===== config.mk =====
export PLATFORM = sky130hd
export DESIGN_NAME = stable_priority_queue
export DESIGN_NICKNAME = d
export VERILOG_FILES = /design/src/hw/rtl/spq_pkg.sv /design/src/hw/rtl/spq_cell.sv /design/src/hw/rtl/stable_priority_queue.sv
export SDC_FILE = /design/constraint.sdc
export NUM_CORES = 2
export LEC_CHECK = 0
export BUFFER_PORTS_ARGS = -buffer_cell sky130_fd_sc_hd__buf_2
export CAP_MARGIN = 20
export CORE_MARGIN = 3
export CORE_UTILIZATION = 58
export CTS_CLUSTER_DIAMETER = 80
export DETAILED_ROUTE_END_ITERATION = 6
export PLACE_DENSITY = 0.74
export SYNTH_ARGS = -nofsm -noshare
export SYNTH_HDL_FRONTEND = slang
export SYNTH_SLANG_ARGS = --single-unit

===== constraint.sdc =====
create_clock -name clk -period 4.97 [get_ports clk]
set_clock_uncertainty 0.2 [all_clocks]
set_input_delay 0.7455 -clock clk [delete_from_list [all_inputs] [get_ports clk]]
set_output_delay 0.7455 -clock clk [all_outputs]
set_load 0.02 [all_outputs]

===== src/hw/rtl/spq_pkg.sv =====
// Shared types and constants for the stable priority queue.
`default_nettype none

package spq_pkg;

	localparam int VALUE_W = 32;
	localparam int PRIO_W  = 5;
	localparam int POS_W   = 4;
	localparam int MODE_W  = 2;
	localparam int STAT_W  = 2;

	typedef enum logic [MODE_W-1:0] {
		MODE_ENQ   = 2'd0,
		MODE_DEQ   = 2'd1,
		MODE_CLEAR = 2'd2,
		MODE_LIST  = 2'd3
	} mode_t;

	typedef enum logic [STAT_W-1:0] {
		ST_OK    = 2'd0,
		ST_EMPTY = 2'd1,
		ST_FULL  = 2'd2
	} status_t;

	typedef enum logic {
		S_IDLE = 1'b0,
		S_LIST = 1'b1
	} state_t;

	// Per-cycle command broadcast to every cell of the chain.
	typedef struct packed {
		logic insert;
		logic remove;
		logic rotate;
	} cell_cmd_t;

endpackage

`default_nettype wire


===== src/hw/rtl/spq_cell.sv =====
// One storage cell of the sorted chain: holds a value and its priority.
`default_nettype none

module spq_cell
	import spq_pkg::*;
(
	input  wire logic               clk,
	input  wire cell_cmd_t          cmd,
	input  wire logic               occupied,
	input  wire logic               is_tail,
	input  wire logic               left_after,
	input  wire logic [VALUE_W-1:0] left_value,
	input  wire logic [PRIO_W-1:0]  left_prio,
	input  wire logic [VALUE_W-1:0] right_value,
	input  wire logic [PRIO_W-1:0]  right_prio,
	input  wire logic [VALUE_W-1:0] head_value,
	input  wire logic [PRIO_W-1:0]  head_prio,
	input  wire logic [VALUE_W-1:0] new_value,
	input  wire logic [PRIO_W-1:0]  new_priority,
	output logic                    after,
	output logic [VALUE_W-1:0]      value,
	output logic [PRIO_W-1:0]       prio
);

	logic [VALUE_W-1:0] value_q;
	logic [PRIO_W-1:0]  prio_q;

	// New item goes behind this entry when ours ranks no later.
	assign after = occupied && (prio_q <= new_priority);
	assign value = value_q;
	assign prio  = prio_q;

	always_ff @(posedge clk) begin
		if (cmd.insert) begin
			if (!after) begin
				if (left_after) begin
					value_q <= new_value;
					prio_q  <= new_priority;
				end else begin
					value_q <= left_value;
					prio_q  <= left_prio;
				end
			end
		end else if (cmd.remove) begin
			value_q <= right_value;
			prio_q  <= right_prio;
		end else if (cmd.rotate) begin
			// Wrap the front entry around to the tail.
			if (is_tail) begin
				value_q <= head_value;
				prio_q  <= head_prio;
			end else begin
				value_q <= right_value;
				prio_q  <= right_prio;
			end
		end
	end

endmodule

`default_nettype wire


===== src/hw/rtl/stable_priority_queue.sv =====
// Top level of the stable priority queue: cell chain plus control.
//
// Usage: one input channel (in_valid/in_stall with mode, new_value,
// new_priority) and one result channel (out_valid/out_stall with
// item_value, position, status, last). An item is taken at a clock edge
// where valid is high and stall is low.
// Entries live in a row of DEPTH cells kept sorted by priority number,
// ties in arrival order. Enqueue and dequeue move every cell at once, so
// enqueue, dequeue and clear each give their single result in the cycle
// after acceptance; a new item can follow right away unless out_stall
// holds the result. List rotates the chain once per stored entry and
// reads the front cell each time, one result per entry (a single result
// when empty); the chain is back in its original order when it ends.
// Results sit in one output register; while a result is pending and
// out_stall is high, the result holds, the chain does not advance and
// further items are stalled. Reset empties the queue (count cleared) and
// drops any pending result; cell contents are not cleared.
`default_nettype none

module stable_priority_queue
	import spq_pkg::*;
#(
	parameter int DEPTH = 16
) (
	input  wire logic               clk,
	input  wire logic               arst_n,
	input  wire logic               in_valid,
	output logic                    in_stall,
	input  wire logic [MODE_W-1:0]  mode,
	input  wire logic [VALUE_W-1:0] new_value,
	input  wire logic [PRIO_W-1:0]  new_priority,
	output logic                    out_valid,
	input  wire logic               out_stall,
	output logic [VALUE_W-1:0]      item_value,
	output logic [POS_W-1:0]        position,
	output logic [STAT_W-1:0]       status,
	output logic                    last
);

	localparam int CNT_W = $clog2(DEPTH + 1);
	localparam int IDX_W = $clog2(DEPTH);

	state_t             state_q, state_d;
	logic [CNT_W-1:0]   count_q, count_d;
	logic [IDX_W-1:0]   idx_q, idx_d;
	logic               out_valid_q, out_valid_d;
	logic [VALUE_W-1:0] item_value_q, item_value_d;
	logic [POS_W-1:0]   position_q, position_d;
	status_t            status_q, status_d;
	logic               last_q, last_d;
	logic               load_out;

	cell_cmd_t          cmd;
	logic               out_free;
	logic               in_fire;
	logic [CNT_W-1:0]   tail_idx;
	logic               idx_is_tail;

	logic [DEPTH-1:0]   cell_after;
	logic [VALUE_W-1:0] cell_value [DEPTH];
	logic [PRIO_W-1:0]  cell_prio  [DEPTH];

	assign out_free    = !out_valid_q || !out_stall;
	assign in_stall    = (state_q != S_IDLE) || !out_free;
	assign in_fire     = in_valid && !in_stall;
	assign tail_idx    = count_q - CNT_W'(1);
	assign idx_is_tail = (CNT_W'(idx_q) == tail_idx);

	for (genvar i = 0; i < DEPTH; i++) begin : g_cell
		logic               l_after;
		logic [VALUE_W-1:0] l_value, r_value;
		logic [PRIO_W-1:0]  l_prio, r_prio;

		if (i == 0) begin : g_first
			assign l_after = 1'b1;
			assign l_value = cell_value[0];
			assign l_prio  = cell_prio[0];
		end else begin : g_mid
			assign l_after = cell_after[i-1];
			assign l_value = cell_value[i-1];
			assign l_prio  = cell_prio[i-1];
		end

		if (i == DEPTH - 1) begin : g_last
			assign r_value = cell_value[i];
			assign r_prio  = cell_prio[i];
		end else begin : g_inner
			assign r_value = cell_value[i+1];
			assign r_prio  = cell_prio[i+1];
		end

		spq_cell u_cell (
			.clk          (clk),
			.cmd          (cmd),
			.occupied     (CNT_W'(i) < count_q),
			.is_tail      (CNT_W'(i) == tail_idx),
			.left_after   (l_after),
			.left_value   (l_value),
			.left_prio    (l_prio),
			.right_value  (r_value),
			.right_prio   (r_prio),
			.head_value   (cell_value[0]),
			.head_prio    (cell_prio[0]),
			.new_value    (new_value),
			.new_priority (new_priority),
			.after        (cell_after[i]),
			.value        (cell_value[i]),
			.prio         (cell_prio[i])
		);
	end

	always_comb begin
		state_d      = state_q;
		count_d      = count_q;
		idx_d        = idx_q;
		out_valid_d  = out_valid_q && out_stall;
		item_value_d = item_value_q;
		position_d   = position_q;
		status_d     = status_q;
		last_d       = last_q;
		load_out     = 1'b0;
		cmd          = '0;

		case (state_q)
			S_IDLE: begin
				if (in_fire) begin
					load_out     = 1'b1;
					item_value_d = '0;
					position_d   = '0;
					status_d     = ST_OK;
					last_d       = 1'b1;
					case (mode_t'(mode))
						MODE_ENQ: begin
							if (count_q == CNT_W'(DEPTH)) begin
								status_d = ST_FULL;
							end else begin
								cmd.insert = 1'b1;
								count_d    = count_q + CNT_W'(1);
							end
						end
						MODE_DEQ: begin
							if (count_q == '0) begin
								status_d = ST_EMPTY;
							end else begin
								item_value_d = cell_value[0];
								cmd.remove   = 1'b1;
								count_d      = count_q - CNT_W'(1);
							end
						end
						MODE_CLEAR: begin
							if (count_q == '0) begin
								status_d = ST_EMPTY;
							end
							count_d = '0;
						end
						MODE_LIST: begin
							if (count_q == '0) begin
								status_d = ST_EMPTY;
							end else begin
								// No result yet: emission starts next cycle.
								load_out = 1'b0;
								idx_d    = '0;
								state_d  = S_LIST;
							end
						end
						default: begin
							status_d = ST_OK;
						end
					endcase
				end
			end
			S_LIST: begin
				if (out_free) begin
					load_out     = 1'b1;
					item_value_d = cell_value[0];
					position_d   = POS_W'(idx_q);
					status_d     = ST_OK;
					last_d       = idx_is_tail;
					cmd.rotate   = 1'b1;
					idx_d        = idx_q + IDX_W'(1);
					if (idx_is_tail) begin
						state_d = S_IDLE;
					end
				end
			end
			default: begin
				state_d = S_IDLE;
			end
		endcase

		if (load_out) begin
			out_valid_d = 1'b1;
		end
	end

	always_ff @(posedge clk or negedge arst_n) begin
		if (!arst_n) begin
			state_q     <= S_IDLE;
			count_q     <= '0;
			idx_q       <= '0;
			out_valid_q <= 1'b0;
		end else begin
			state_q     <= state_d;
			count_q     <= count_d;
			idx_q       <= idx_d;
			out_valid_q <= out_valid_d;
		end
	end

	always_ff @(posedge clk) begin
		if (load_out) begin
			item_value_q <= item_value_d;
			position_q   <= position_d;
			status_q     <= status_d;
			last_q       <= last_d;
		end
	end

	assign out_valid  = out_valid_q;
	assign item_value = item_value_q;
	assign position   = position_q;
	assign status     = status_q;
	assign last       = last_q;

	a_count_bound: assert property (@(posedge clk) disable iff (!arst_n)
		count_q <= CNT_W'(DEPTH))
		else $error("entry count above depth");

	a_list_nonempty: assert property (@(posedge clk) disable iff (!arst_n)
		(state_q == S_LIST) |-> (count_q != '0) && (CNT_W'(idx_q) < count_q))
		else $error("list index outside stored entries");

	a_one_cmd: assert property (@(posedge clk) disable iff (!arst_n)
		$onehot0({cmd.insert, cmd.remove, cmd.rotate}))
		else $error("more than one chain command at once");

	a_deq_count: assert property (@(posedge clk) disable iff (!arst_n)
		(in_fire && mode_t'(mode) == MODE_DEQ && count_q != '0)
		|=> count_q == $past(count_q) - CNT_W'(1))
		else $error("dequeue did not remove one entry");

	a_list_hold: assert property (@(posedge clk) disable iff (!arst_n)
		(state_q == S_LIST) |=> $stable(count_q))
		else $error("entry count changed during list");

endmodule

`default_nettype wire


==> results.md <==
- Detailed-routing iteration count for the pre-antenna-repair pass: 7
- Data arrival, critical path: 4.54 ns
- I/O pin count: 84
- Number of buffers added by the clock tree synthesis step: 73
- Initial antenna violation count: 1
- Total Negative Setup Slacks: 0 ns
- Worst-Skew Late Latency: 0.64 ns
- Total number of placement rows: 93
- Count of final max-slew check failures: 0
- Finish-stage setup viols: 0
- Class of the most critical hold timing path: input port to flop
- Total congestion overflow after global routing: 0
- Slowest Stage Delay on Critical Path: 0.97 ns
- Nature of the critical path endpoint: flop
- Worst-case hold slack: 0.223 ns
- Clk sinks: 642
- Pin count of the biggest net entering global routing: 93
- Crit path launch: count_q[0]
- Count of distinct cell types in the synthesized netlist: 67
- Aggregate routed wire length: 128 mm
- Effective utilization at floorplan: 59.1%
- Worst-margin pin slew: 1.20 ns
- Syn avg cell area: 10.6 um^2
- End of the worst hold path: out_valid
- Register-to-register path setup slack: 0.56 ns
- Aggregate global-route resource usage: 35.8%
- Total power density per cell area: 715 nW/um^2
- Final Net Count: 3659
- Reg-to-reg critical path endpoint: g_cell[11].u_cell.value[11]
- Worst Hold Launch: in_valid
- Layout cells sized above 1: 15.4%
- Share of the core filled with cells: 64.8%
- Initial DRC Count: 4832
- Number of hold violations in the final report: 0
- Slew headroom: 20.2%
- Sequential-to-total area share from yosys stat: 50.0%
- Most frequently used flop master after synthesis: sky130_fd_sc_hd__edfxtp_1
- Overall die height: 263 um
- Clock root buffer: sky130_fd_sc_hd__clkbuf_16
- Detailed placement HPWL: 76.5 mm
- Deepest level of the CTS H-tree: 3
- Average vias per placed instance: 7.34
- Asr flop ratio synth: 1.71%
- Setup repair after global routing missed its margin: false
- Final worst-path cycle share: 88.7%
- Highest clock frequency the design can meet: 227 MHz
- Logic depth of the worst register-to-register path: 9
- Min Tclk post-route: 4.41 ns
- Crit path buf inv count: 2
- Vias in the first global route: 31700
- Leakage power summed over all cells: 14.4 nW
- Crit path cell chain: inv_1 -> ha_1 -> nor3b_1 -> xnor2_2 -> nand3_1 -> or2_2 -> buf_4 -> mux2i_1 -> a221oi_1
- Wire length per cell: 28.9 um
- Number of enable flip-flop cells after synthesis: 631
- DRC violations left: 0
- Required time of the critical path: 5.11 ns
- Cell count after synthesis: 3642
- Placement-stage worst setup slack: 0.732 ns
- Post-detailed-route count of antenna-violating nets: 0
- Filler Cells Inserted: 4924
- Synth Net Count: 3777
- Number of register bits inferred by synthesis: 642
- First-pass GRT wire length: 193 mm
- Worst path top cell family by delay: simple AND/OR/NAND/NOR gates
- Detailed-route via count: 32600
- Longest Clk Path Bufs: 3
- Hold Crit Depth: 3
- IO Port Bufs: 83
- Placer Congestion: 0.920
- Core region area: 65000 um^2
- CTS tree: yes
- Post-CTS setup-driven buffer insertion count: 0
- Netlist area before placement: 38500 um^2
- Element type at the critical path start: flop
- Maximum fanout along the worst path: 24
- Worst supply voltage drop on vdd: 554 uV
- Final worst setup slack: 0.562 ns
- Area grow syn2layout: 9.64%
- Number of max-cap violations: 0
- Slowest CP cell: sky130_fd_sc_hd__or2_2
- Status: complete, no violations
- Antenna cell count: 0
- Die W: 263 um
- Critical register-to-register path startpoint: count_q[0]
- Number of warnings printed during yosys synthesis: 0
- Die area: 69400 um^2
- Clock-pin slew of the registers on the worst-case setup and hold paths: 0.06 ns
- Worst Path Class, Setup: flop to flop
## report_power, final
part / internal, W / leakage (nW) / switching [W]
sequential: 0.00983 / 6.25 / 0.00194
clock: 0.00311 / 1.13 / 0.00234
combinational: 0.00436 / 7.04 / 0.00857
## cell type report
| type | count | area (um^2) | area share (%) |
|---|---|---|---|
| Clock buffer | 88 | 1900 | 4.52 |
| Sequential cell | 642 | 19200 | 45.6 |
| Inverter | 81 | 304 | 0.721 |
| Clock inverter | 44 | 435 | 1.03 |
| Tap cell | 855 | 1070 | 2.54 |
| Multi-Input combinational cell | 2503 | 17300 | 41.0 |
| Timing Repair Buffer | 223 | 1960 | 4.64 |
## worst max path at each step
| stage | to | depth (start not counted) |
|---|---|---|
| after global routing | g_cell[11].u_cell.value[17] | 9 |
| after CTS | g_cell[11].u_cell.value[11] | 9 |
| after detailed placement | g_cell[11].u_cell.value[18] | 9 |
| after floorplan | g_cell[0].u_cell.prio[0] | 12 |
| after global placement | g_cell[8].u_cell.value[19] | 9 |
| final | g_cell[11].u_cell.value[11] | 9 |
## per-layer routing
metal | global-route usage (%) | part of all wire (%) | vias to the layer above | wire length (um)
met2 | 55.7 | 45 | 2424 | 57700
met5 | 0 | 0 | - | 0
li1 | - | - | 13900 | -
met1 | 47.5 | 37 | 15700 | 47500
met4 | 19.2 | 6.1 | 0 | 7810
met3 | 7.01 | 12 | 512 | 15300
## flip-flops by register name (all words and copies together) (netlist names)
| register | count |
|---|---|
| idx_q | 4 |
| position | 4 |
| state_q | 1 |
| g_cell.u_cell.prio | 80 |
| out_valid | 1 |
| g_cell.u_cell.value | 512 |
| count_q | 5 |
| status | 2 |
| last | 1 |
| item_value | 32 |
## tightest hold or removal path, delay by kind of cell
family | cells | cell delay [ns]
AND/OR/NAND/NOR | 2 | 0.11
buffers and inverters | 1 | 0.14
## placed cells by master, fill, tap and decap left out, types with 6 or more instances in the layout
cell type,count
sky130_fd_sc_hd__a21oi_4,8
sky130_fd_sc_hd__o22ai_1,41
sky130_fd_sc_hd__inv_1,81
sky130_fd_sc_hd__buf_2,83
sky130_fd_sc_hd__o21ai_0,110
sky130_fd_sc_hd__a21oi_1,299
sky130_fd_sc_hd__and4_1,8
sky130_fd_sc_hd__o21a_1,7
sky130_fd_sc_hd__nor2_1,191
sky130_fd_sc_hd__a221oi_2,73
sky130_fd_sc_hd__buf_12,39
sky130_fd_sc_hd__clkbuf_1,14
sky130_fd_sc_hd__ha_1,92
sky130_fd_sc_hd__bufinv_16,7
sky130_fd_sc_hd__nor2_4,10
sky130_fd_sc_hd__a221oi_1,112
sky130_fd_sc_hd__mux2i_1,198
sky130_fd_sc_hd__or2_2,6
sky130_fd_sc_hd__nand3_1,12
sky130_fd_sc_hd__nand4_1,6
sky130_fd_sc_hd__buf_4,100
sky130_fd_sc_hd__nor3_1,448
sky130_fd_sc_hd__clkinv_2,10
sky130_fd_sc_hd__dfrtp_1,11
sky130_fd_sc_hd__clkbuf_16,74
sky130_fd_sc_hd__o311a_1,227
sky130_fd_sc_hd__edfxtp_1,631
sky130_fd_sc_hd__nand2_1,399
sky130_fd_sc_hd__o21ai_4,16
sky130_fd_sc_hd__a21oi_2,20
sky130_fd_sc_hd__a211oi_1,79
sky130_fd_sc_hd__clkinv_1,15
sky130_fd_sc_hd__mux2_2,65
## cell usage after synthesis, drive strengths merged, types with 3 or more instances
library cell	number	share of area [%]
and4	8	0.18
a211oi	79	1.5
nor3	448	5.8
xor2	3	0.068
inv	81	0.79
ha	92	3.0
and3	3	0.049
a31oi	5	0.098
or3	3	0.062
nand4	6	0.098
a21o	3	0.059
clkbuf	172	1.7
mux2	65	1.9
nand2	403	3.9
a21oi	327	4.5
nor2b	4	0.065
nor2	205	2.2
a221oi	185	5.4
mux2i	198	5.2
o311a	227	5.9
o21ai	128	1.7
o22ai	44	0.72
edfxtp	631	49
or2	7	0.11
a22o	3	0.068
buf	244	3.7
a221o	4	0.10
nand3	14	0.25
xnor2	3	0.088
a211o	4	0.091
and2	5	0.081
dfrtp	11	0.72
o21a	7	0.14
## repair_timing
action	4_1_cts	5_1_grt
gates resized for setup	0	0
endpoints found under the hold margin	11	0
hold buffers	1	0
endpoints found under the setup margin	0	0
## cells by family after synthesis
logic type | count (synthesis) | synth area share [%]
muxes | 263 | 7.06
DFF | 642 | 50.0
adders and majority gates | 92 | 2.99
xor gates and xnor gates | 6 | 0.156
AOI/OAI and AO/OA | 1030 | 20.7
buffers and inverters | 497 | 6.15
and+or+nand+nor | 1112 | 12.9
## stage by stage
| stage | std cells | power, W | cell area, um^2 |
|---|---|---|---|
| 2_1_floorplan | 3642 | 0.0194 | 38500 |
| 3_3_place_gp | 4302 | 0.0237 | 39800 |
| 3_5_place_dp | 4303 | 0.0243 | 39800 |
| 4_1_cts | 4436 | 0.0297 | 42200 |
| 5_1_grt | 4436 | 0.0313 | 42200 |
| 6_report | 4436 | 0.0302 | 42200 |
No activity file was read; power rests on OpenSTA's default activity.
